--- src/design/fpadt_pkg.sv ---
`timescale 1ns / 1ps
package fpadt_pkg;

  localparam int unsigned AMOUNT_W  = 64;
  localparam int unsigned DEC_W     = 8;
  localparam int unsigned CHAR_W    = 7;
  localparam int unsigned NUM_DIGITS = 20;
  localparam int unsigned DIGIT_IDX_W = 5;
  localparam int unsigned BIT_CNT_W = 6;
  localparam int unsigned TOTAL_W   = 9;
  localparam int unsigned MAX_TEXT  = 44;

  localparam logic [CHAR_W-1:0] CHAR_ZERO  = 7'h30;
  localparam logic [CHAR_W-1:0] CHAR_POINT = 7'h2E;
  localparam logic [CHAR_W-1:0] CHAR_NONE  = 7'h00;

  typedef struct packed {
    logic [AMOUNT_W-1:0] amount;
    logic [DEC_W-1:0]    decimals;
  } in_t;

  typedef struct packed {
    logic [CHAR_W-1:0] char_code;
    logic              last;
    logic              error;
  } out_t;

  typedef enum logic [2:0] {
    ST_IDLE,
    ST_CONV,
    ST_ANALYSE,
    ST_CHECK,
    ST_INT,
    ST_POINT,
    ST_FRAC
  } state_e;

  typedef enum logic [2:0] {
    EMIT_NONE,
    EMIT_ERROR,
    EMIT_ZERO,
    EMIT_POINT,
    EMIT_DIGIT
  } emit_e;

  typedef enum logic [1:0] {
    POS_HOLD,
    POS_INT,
    POS_FRAC,
    POS_DEC
  } pos_op_e;

  typedef struct packed {
    logic    load;
    logic    shift;
    logic    analyse;
    emit_e   emit_sel;
    logic    emit_last;
    pos_op_e pos_op;
  } cmd_t;

  typedef struct packed {
    logic conv_done;
    logic too_long;
    logic int_present;
    logic have_frac;
    logic pos_at_dec;
    logic pos_at_lo;
  } status_t;

endpackage

--- src/design/fpadt_ctrl.sv ---
`timescale 1ns / 1ps
module fpadt_ctrl import fpadt_pkg::*; (
  input  logic    clk_i,
  input  logic    rst_ni,
  input  logic    start_i,
  input  status_t status_i,
  output cmd_t    cmd_o,
  output logic    busy_o
);

  state_e state_q, state_d;

  always_ff @(posedge clk_i or negedge rst_ni) begin
    if (!rst_ni) begin
      state_q <= ST_IDLE;
    end else begin
      state_q <= state_d;
    end
  end

  always_comb begin
    state_d = state_q;
    cmd_o = '{load: 1'b0, shift: 1'b0, analyse: 1'b0, emit_sel: EMIT_NONE,
              emit_last: 1'b0, pos_op: POS_HOLD};
    unique case (state_q)
      ST_IDLE: begin
        if (start_i) begin
          cmd_o.load = 1'b1;
          state_d = ST_CONV;
        end
      end
      ST_CONV: begin
        cmd_o.shift = 1'b1;
        if (status_i.conv_done) begin
          state_d = ST_ANALYSE;
        end
      end
      ST_ANALYSE: begin
        cmd_o.analyse = 1'b1;
        state_d = ST_CHECK;
      end
      ST_CHECK: begin
        if (status_i.too_long) begin
          cmd_o.emit_sel = EMIT_ERROR;
          cmd_o.emit_last = 1'b1;
          state_d = ST_IDLE;
        end else if (status_i.int_present) begin
          cmd_o.pos_op = POS_INT;
          state_d = ST_INT;
        end else begin
          cmd_o.emit_sel = EMIT_ZERO;
          cmd_o.emit_last = !status_i.have_frac;
          state_d = status_i.have_frac ? ST_POINT : ST_IDLE;
        end
      end
      ST_INT: begin
        cmd_o.emit_sel = EMIT_DIGIT;
        if (status_i.pos_at_dec) begin
          cmd_o.emit_last = !status_i.have_frac;
          state_d = status_i.have_frac ? ST_POINT : ST_IDLE;
        end else begin
          cmd_o.pos_op = POS_DEC;
        end
      end
      ST_POINT: begin
        cmd_o.emit_sel = EMIT_POINT;
        cmd_o.pos_op = POS_FRAC;
        state_d = ST_FRAC;
      end
      ST_FRAC: begin
        cmd_o.emit_sel = EMIT_DIGIT;
        if (status_i.pos_at_lo) begin
          cmd_o.emit_last = 1'b1;
          state_d = ST_IDLE;
        end else begin
          cmd_o.pos_op = POS_DEC;
        end
      end
      default: begin
        state_d = ST_IDLE;
      end
    endcase
  end

  assign busy_o = (state_q != ST_IDLE);

endmodule

--- src/design/fpadt_dp.sv ---
`timescale 1ns / 1ps
module fpadt_dp import fpadt_pkg::*; #(
  parameter int unsigned TEXT_LIMIT = 44
) (
  input  logic    clk_i,
  input  logic    rst_ni,
  input  in_t     in_i,
  input  cmd_t    cmd_i,
  output status_t status_o,
  output logic    result_valid_o,
  output out_t    result_o
);

  logic [AMOUNT_W-1:0]        bin_q;
  logic [4*NUM_DIGITS-1:0]    bcd_q;
  logic [4*NUM_DIGITS-1:0]    bcd_adj;
  logic [BIT_CNT_W-1:0]       cnt_q;
  logic [DEC_W-1:0]           dec_q;
  logic [DIGIT_IDX_W-1:0]     ndig_q, ndig_d;
  logic [DIGIT_IDX_W-1:0]     frac_lo_q, frac_lo_d;
  logic                       have_frac_q, have_frac_d;
  logic [DEC_W-1:0]           pos_q;
  logic [NUM_DIGITS-1:0]      nz;
  logic [3:0]                 digit;
  logic [TOTAL_W-1:0]         int_len, frac_len, total;
  logic                       valid_q;
  out_t                       res_q;

  always_comb begin
    for (int i = 0; i < NUM_DIGITS; i++) begin
      if (bcd_q[4*i +: 4] >= 4'd5) begin
        bcd_adj[4*i +: 4] = bcd_q[4*i +: 4] + 4'd3;
      end else begin
        bcd_adj[4*i +: 4] = bcd_q[4*i +: 4];
      end
      nz[i] = (bcd_q[4*i +: 4] != 4'd0);
    end
  end

  always_comb begin
    ndig_d = DIGIT_IDX_W'(1);
    for (int i = 0; i < NUM_DIGITS; i++) begin
      if (nz[i]) begin
        ndig_d = DIGIT_IDX_W'(i + 1);
      end
    end
    frac_lo_d = '0;
    have_frac_d = 1'b0;
    for (int i = NUM_DIGITS - 1; i >= 0; i--) begin
      if (nz[i] && (DEC_W'(i) < dec_q)) begin
        frac_lo_d = DIGIT_IDX_W'(i);
        have_frac_d = 1'b1;
      end
    end
  end

  always_ff @(posedge clk_i) begin
    if (cmd_i.load) begin
      bin_q <= in_i.amount;
      bcd_q <= '0;
      cnt_q <= '0;
      dec_q <= in_i.decimals;
    end else if (cmd_i.shift) begin
      bcd_q <= {bcd_adj[4*NUM_DIGITS-2:0], bin_q[AMOUNT_W-1]};
      bin_q <= {bin_q[AMOUNT_W-2:0], 1'b0};
      cnt_q <= cnt_q + BIT_CNT_W'(1);
    end
    if (cmd_i.analyse) begin
      ndig_q <= ndig_d;
      frac_lo_q <= frac_lo_d;
      have_frac_q <= have_frac_d;
    end
    unique case (cmd_i.pos_op)
      POS_HOLD: pos_q <= pos_q;
      POS_INT:  pos_q <= DEC_W'(ndig_q) - DEC_W'(1);
      POS_FRAC: pos_q <= dec_q - DEC_W'(1);
      POS_DEC:  pos_q <= pos_q - DEC_W'(1);
      default:  pos_q <= pos_q;
    endcase
  end

  assign status_o.int_present = (DEC_W'(ndig_q) > dec_q);
  assign status_o.have_frac   = have_frac_q;
  assign status_o.conv_done   = (cnt_q == BIT_CNT_W'(AMOUNT_W - 1));
  assign status_o.pos_at_dec  = (pos_q == dec_q);
  assign status_o.pos_at_lo   = (pos_q == DEC_W'(frac_lo_q));

  always_comb begin
    if (status_o.int_present) begin
      int_len = TOTAL_W'(ndig_q) - TOTAL_W'(dec_q);
    end else begin
      int_len = TOTAL_W'(1);
    end
    frac_len = TOTAL_W'(dec_q) - TOTAL_W'(frac_lo_q);
    total = int_len + (have_frac_q ? (frac_len + TOTAL_W'(1)) : '0);
  end

  assign status_o.too_long = (total > TOTAL_W'(TEXT_LIMIT));

  always_comb begin
    if (pos_q < DEC_W'(NUM_DIGITS)) begin
      digit = bcd_q[4*pos_q[DIGIT_IDX_W-1:0] +: 4];
    end else begin
      digit = 4'd0;
    end
  end

  always_ff @(posedge clk_i or negedge rst_ni) begin
    if (!rst_ni) begin
      valid_q <= 1'b0;
    end else begin
      valid_q <= (cmd_i.emit_sel != EMIT_NONE);
    end
  end

  always_ff @(posedge clk_i) begin
    res_q.last  <= cmd_i.emit_last;
    res_q.error <= (cmd_i.emit_sel == EMIT_ERROR);
    unique case (cmd_i.emit_sel)
      EMIT_NONE:  res_q.char_code <= CHAR_NONE;
      EMIT_ERROR: res_q.char_code <= CHAR_NONE;
      EMIT_ZERO:  res_q.char_code <= CHAR_ZERO;
      EMIT_POINT: res_q.char_code <= CHAR_POINT;
      EMIT_DIGIT: res_q.char_code <= CHAR_ZERO + CHAR_W'(digit);
      default:    res_q.char_code <= CHAR_NONE;
    endcase
  end

  assign result_valid_o = valid_q;
  assign result_o = res_q;

endmodule

--- src/design/fixed_point_amount_to_decimal_text_core.sv ---
`timescale 1ns / 1ps
// After start is taken the block runs 64 shift steps, an analysis step and a length check, then
// emits either an error or a lone zero integer digit, or, when the integer part has digits, first
// loads the digit position; each result is registered before it appears on the outputs.
// Busy stays high until the last result of a transaction has been chosen, and the next transaction
// is taken only once busy has fallen; the receiver cannot stall.
// Reset is asynchronous and active low; it returns the controller to idle and clears the strobe.
module fixed_point_amount_to_decimal_text_core import fpadt_pkg::*; #(
  parameter int unsigned OUT_CAPACITY = 45
) (
  input  logic clk_i,
  input  logic rst_ni,
  input  logic start,
  output logic busy,
  input  in_t  in_i,
  output logic result_valid_o,
  output out_t result_o
);

  localparam int unsigned TEXT_LIMIT =
    ((OUT_CAPACITY - 1) > MAX_TEXT) ? MAX_TEXT : (OUT_CAPACITY - 1);

  cmd_t    cmd;
  status_t status;

  fpadt_ctrl u_ctrl (
    .clk_i    (clk_i),
    .rst_ni   (rst_ni),
    .start_i  (start),
    .status_i (status),
    .cmd_o    (cmd),
    .busy_o   (busy)
  );

  fpadt_dp #(
    .TEXT_LIMIT (TEXT_LIMIT)
  ) u_dp (
    .clk_i          (clk_i),
    .rst_ni         (rst_ni),
    .in_i           (in_i),
    .cmd_i          (cmd),
    .status_o       (status),
    .result_valid_o (result_valid_o),
    .result_o       (result_o)
  );

endmodule

--- config.mk ---
export PLATFORM = sky130hd
export DESIGN_NAME = fixed_point_amount_to_decimal_text_core
export DESIGN_NICKNAME = d
export VERILOG_FILES = /design/src/design/fpadt_pkg.sv /design/src/design/fpadt_ctrl.sv /design/src/design/fpadt_dp.sv /design/src/design/fixed_point_amount_to_decimal_text_core.sv
export SDC_FILE = /design/constraint.sdc
export NUM_CORES = 1
export LEC_CHECK = 0
export BUFFER_PORTS_ARGS = -buffer_cell sky130_fd_sc_hd__buf_2
export CAP_MARGIN = 25
export CORE_ASPECT_RATIO = 0.8
export CORE_MARGIN = 2
export CORE_UTILIZATION = 55
export CTS_BUF_LIST = sky130_fd_sc_hd__clkbuf_4 sky130_fd_sc_hd__clkbuf_8
export CTS_CLUSTER_DIAMETER = 100
export CTS_CLUSTER_SIZE = 40
export DETAILED_ROUTE_END_ITERATION = 10
export PLACE_DENSITY = 0.81
export SYNTH_ARGS = -nofsm -noshare
export SYNTH_HDL_FRONTEND = slang
export SYNTH_SLANG_ARGS = --single-unit
--- constraint.sdc ---
create_clock -name clk_i -period 4.58 [get_ports clk_i]
set_clock_uncertainty 0.05 [all_clocks]
set_input_delay 1.145 -clock clk_i [delete_from_list [all_inputs] [get_ports clk_i]]
set_output_delay 1.145 -clock clk_i [all_outputs]
set_load 0.02 [all_outputs]
==> out/results.txt <==
Status: finished, final reports clean
Clock buffer depth: 2
Hold buffer count at CTS: 0
Layout Cells excl Fill: 1,699
Ranking of synthesized cells by area: edfxtp_1, dfxtp_1, ha_1
Yosys warnings: 0
# IOs: 86
Slowest-stage cell, CP: edfxtp_1
Final hold vios: 0
Worst reg-to-reg setup slack: 0.30 ns
DP Area: 0.0125 sq mm
Slew HR: 0.334
Worst setup EP type: flop
Starting DRT DRC Count: 1,295
Switching power: 0.778 mW
Min Tclk post-route: 4.28 ns
TritonCTS Buffers: 17
Place WS: 0.271 ns
DIE WIDTH: 168 um
Path depth of the worst reg2reg path: 14
Remaining DRCs: 0
CTS tree: built
Final core utilization: 0.621
Worst-path cell chain: inv_1, ha_1, and4_1, a221o_1, nand4_1, nor2_1, ha_1, a211oi_1, o311ai_0, o21ai_0, xor2_1, o21ai_0, or2_0, o41a_1
Hold WC Path Type: input port to async pin
Arrival time at the worst endpoint: 4.61 ns
Starting Density: 0.566
Reg2reg end: u_dp.result_o[1]
Sw Share: 0.259
Flop pwr share: 0.584
Period utilisation layout: 0.935
Overall power: 3.00 mW
DR pass1 iterations: 6
Mapped Area: 0.0118 sq mm
Layout cells sized above 1: 0.124
CP delay by family, top: compound AO/OA/AOI/OAI gates
Setup tns final: 0 ns
Share of total power in combinational logic: 0.013
Area Growth Syn to Fin: 9.79%
# diodes: 0
Worst EP required: 4.91 ns
Worst R2R Start: u_dp.dec_q[3]
Die height: 135 um
Total number of vias: 10,100
Peak supply drop: 0.173 mV
Async S/R FF share, synth: 0.0212
Number of flops mapped to enable cells by yosys: 91
Cell taking the most area after synthesis: edfxtp_1
WL/cell: 17.2 um
DRT Wirelength: 29,200 um
Post-route ant nets: 0
Seq cells post-synth: 189
Routability cong.: 0.945
Synth top area share: 0.231
Largest net degree at the start of global routing: 72
Final critical-path setup slack: 0.300 ns
Max_cap viols: 0
Vias in the first global route: 9,542
Clock power frac: 0.403
Design area: 0.0130 sq mm
Initial antenna violation count: 0
DP HPWL: 20,600 um
Pint: 2.22 mW
Synth Flop Type: dfxtp_1
H-tree Lvls: 4
Delay of the slowest critical-path stage: 0.51 ns
First-pass GRT wire length: 47,200 um
Min Hold Slack: 0.388 ns
FP Rows: 47
Pins Over Slew Limit: 0
Fillers: 1,756
Power Density: 232 mW/mm^2
RSZ-0062 raised after global routing: false
Placed Instances: 1,665
Yosys cell types: 69
Worst Tran Pin Value: 0.997 ns
Pleak: 5.41 nW
Fmax: 234 MHz
Total GRT Usage: 0.259
Clk_lat worst skew: 0.49 ns
Kind of critical path: flop to flop
Synthesized area per cell: 8.69 sq um
Crit-path max FO: 7
CP Buf/Inv Count: 1
GR Overflow Total: 0
Root buf cell: clkbuf_8
Post-Syn Instances: 1,359
Sequential fraction of the synthesis area: 0.399
Sink Count: 189
Final nets: 1,572
Clk slew on worst S/H paths: 0.12 ns
Core Box Area: 0.0209 sq mm
Setup crit start kind: flop
I/O Buffers: 84
Area of the die: 0.0227 sq mm
Vias per std cell: 5.97
# setup viols final: 0
[repair_timing]
action                                  4_1_cts  5_1_grt
resized for setup                             0        2
endpoints found under the setup margin        0        9
setup buffers                                 0        2
[how the worst max path moves through the flow]
stage / from / endpoint / slack (ns) / depth (start not counted)
5_1_grt: u_dp.dec_q[3] / u_dp.result_o[1] / 0.005 / 14
6_report: u_dp.dec_q[3] / u_dp.result_o[1] / 0.30 / 14
4_1_cts: u_dp.dec_q[2] / u_dp.pos_q[0] / 0.22 / 15
3_5_place_dp: u_dp.dec_q[2] / u_dp.pos_q[3] / 0.27 / 15
3_3_place_gp: u_dp.dec_q[2] / u_dp.pos_q[3] / 0.47 / 15
2_1_floorplan: u_dp.dec_q[1] / u_dp.pos_q[0] / 0.43 / 19
[per-layer routing]
metal	wire length (um)	vias up	track usage
met4	494	0	0.0705
met3	2790	58	0.0715
met5	0	-	0
met2	12900	449	0.396
met1	13000	4731	0.364
li1	-	4900	-
[area by class of cell]
| cell class | count | area, sq um | area share |
|---|---|---|---|
| timing repair buffer | 104 | 583 | 0.0450 |
| clock inverter | 15 | 215 | 0.0166 |
| tap | 269 | 337 | 0.0260 |
| inverter | 69 | 260 | 0.0201 |
| clock buffer | 17 | 234 | 0.0180 |
| multi-input combinational | 1036 | 6620 | 0.511 |
| sequential | 189 | 4710 | 0.364 |
[synthesized netlist by cell type (all sizes together) (13+ instances only)]
master / instances
ha: 77
nand2: 256
nor3: 13
o32ai: 20
xor2: 30
nor3b: 16
o21ai: 115
a21oi: 97
nand2b: 23
dfxtp: 94
xnor2: 50
clkbuf: 57
nand3: 75
edfxtp: 91
mux4: 24
nor2: 92
inv: 69
[layout by cell type (no fill, tap or decap), types with 5 or more instances in the layout]
cell,count
nor3b_1,16
nand3_1,75
buf_4,19
nand2b_1,23
nor4_1,6
a21oi_1,96
a21o_1,5
clkinv_8,5
mux4_2,24
nor2_1,92
buf_2,84
o21a_1,10
o21ai_0,115
o32ai_1,20
a21boi_0,6
o22ai_1,10
nand2_1,254
clkbuf_8,17
xor2_1,29
inv_1,68
nand4_1,9
dfxtp_1,94
edfxtp_1,91
nor3_1,12
and2_1,11
a31oi_1,9
nor2b_1,11
o31ai_1,7
ha_1,77
xnor2_1,49
[power by group through the flow]
stage / clock network [mW] / registers (mW) / logic, mW
after CTS: 1.22 / 1.75 / 0.0375
final: 1.21 / 1.75 / 0.0380
after global routing: 1.28 / 1.75 / 0.0413
after detailed placement: 0 / 1.79 / 0.0371
after floorplan: 0 / 1.79 / 0.00410
after global placement: 0 / 1.79 / 0.0377
[flip-flops by register name, summed over array words and instances (netlist names)]
name,cells
u_dp.bin_q,64
u_ctrl.state_q,3
u_dp.result_valid_o,1
u_dp.ndig_q,5
u_dp.dec_q,8
u_dp.result_o,8
u_dp.frac_lo_q,5
u_dp.cnt_q,6
u_dp.pos_q,8
u_dp.have_frac_q,1
u_dp.bcd_q,80
[cell families after synthesis]
kind of cell | share of synthesized area
and+or+nand+nor | 0.209
xor gates and xnor gates | 0.0600
muxes | 0.0458
DFF | 0.399
AOI/OAI and AO/OA | 0.156
other | 0.000318
buffers and inverters | 0.0435
adders and majority gates | 0.0867
[worst reg2reg max path: cells and delay by family, from the launching register on]
kind | cells | cell delay (ns)
simple gates | 4 | 0.89
compound gates | 6 | 1.80
xor+xnor | 1 | 0.15
flops | 1 | 0.51
buf+inv | 1 | 0.18
fa+ha+maj | 2 | 0.60
No activity file was read; power rests on OpenSTA's default activity.
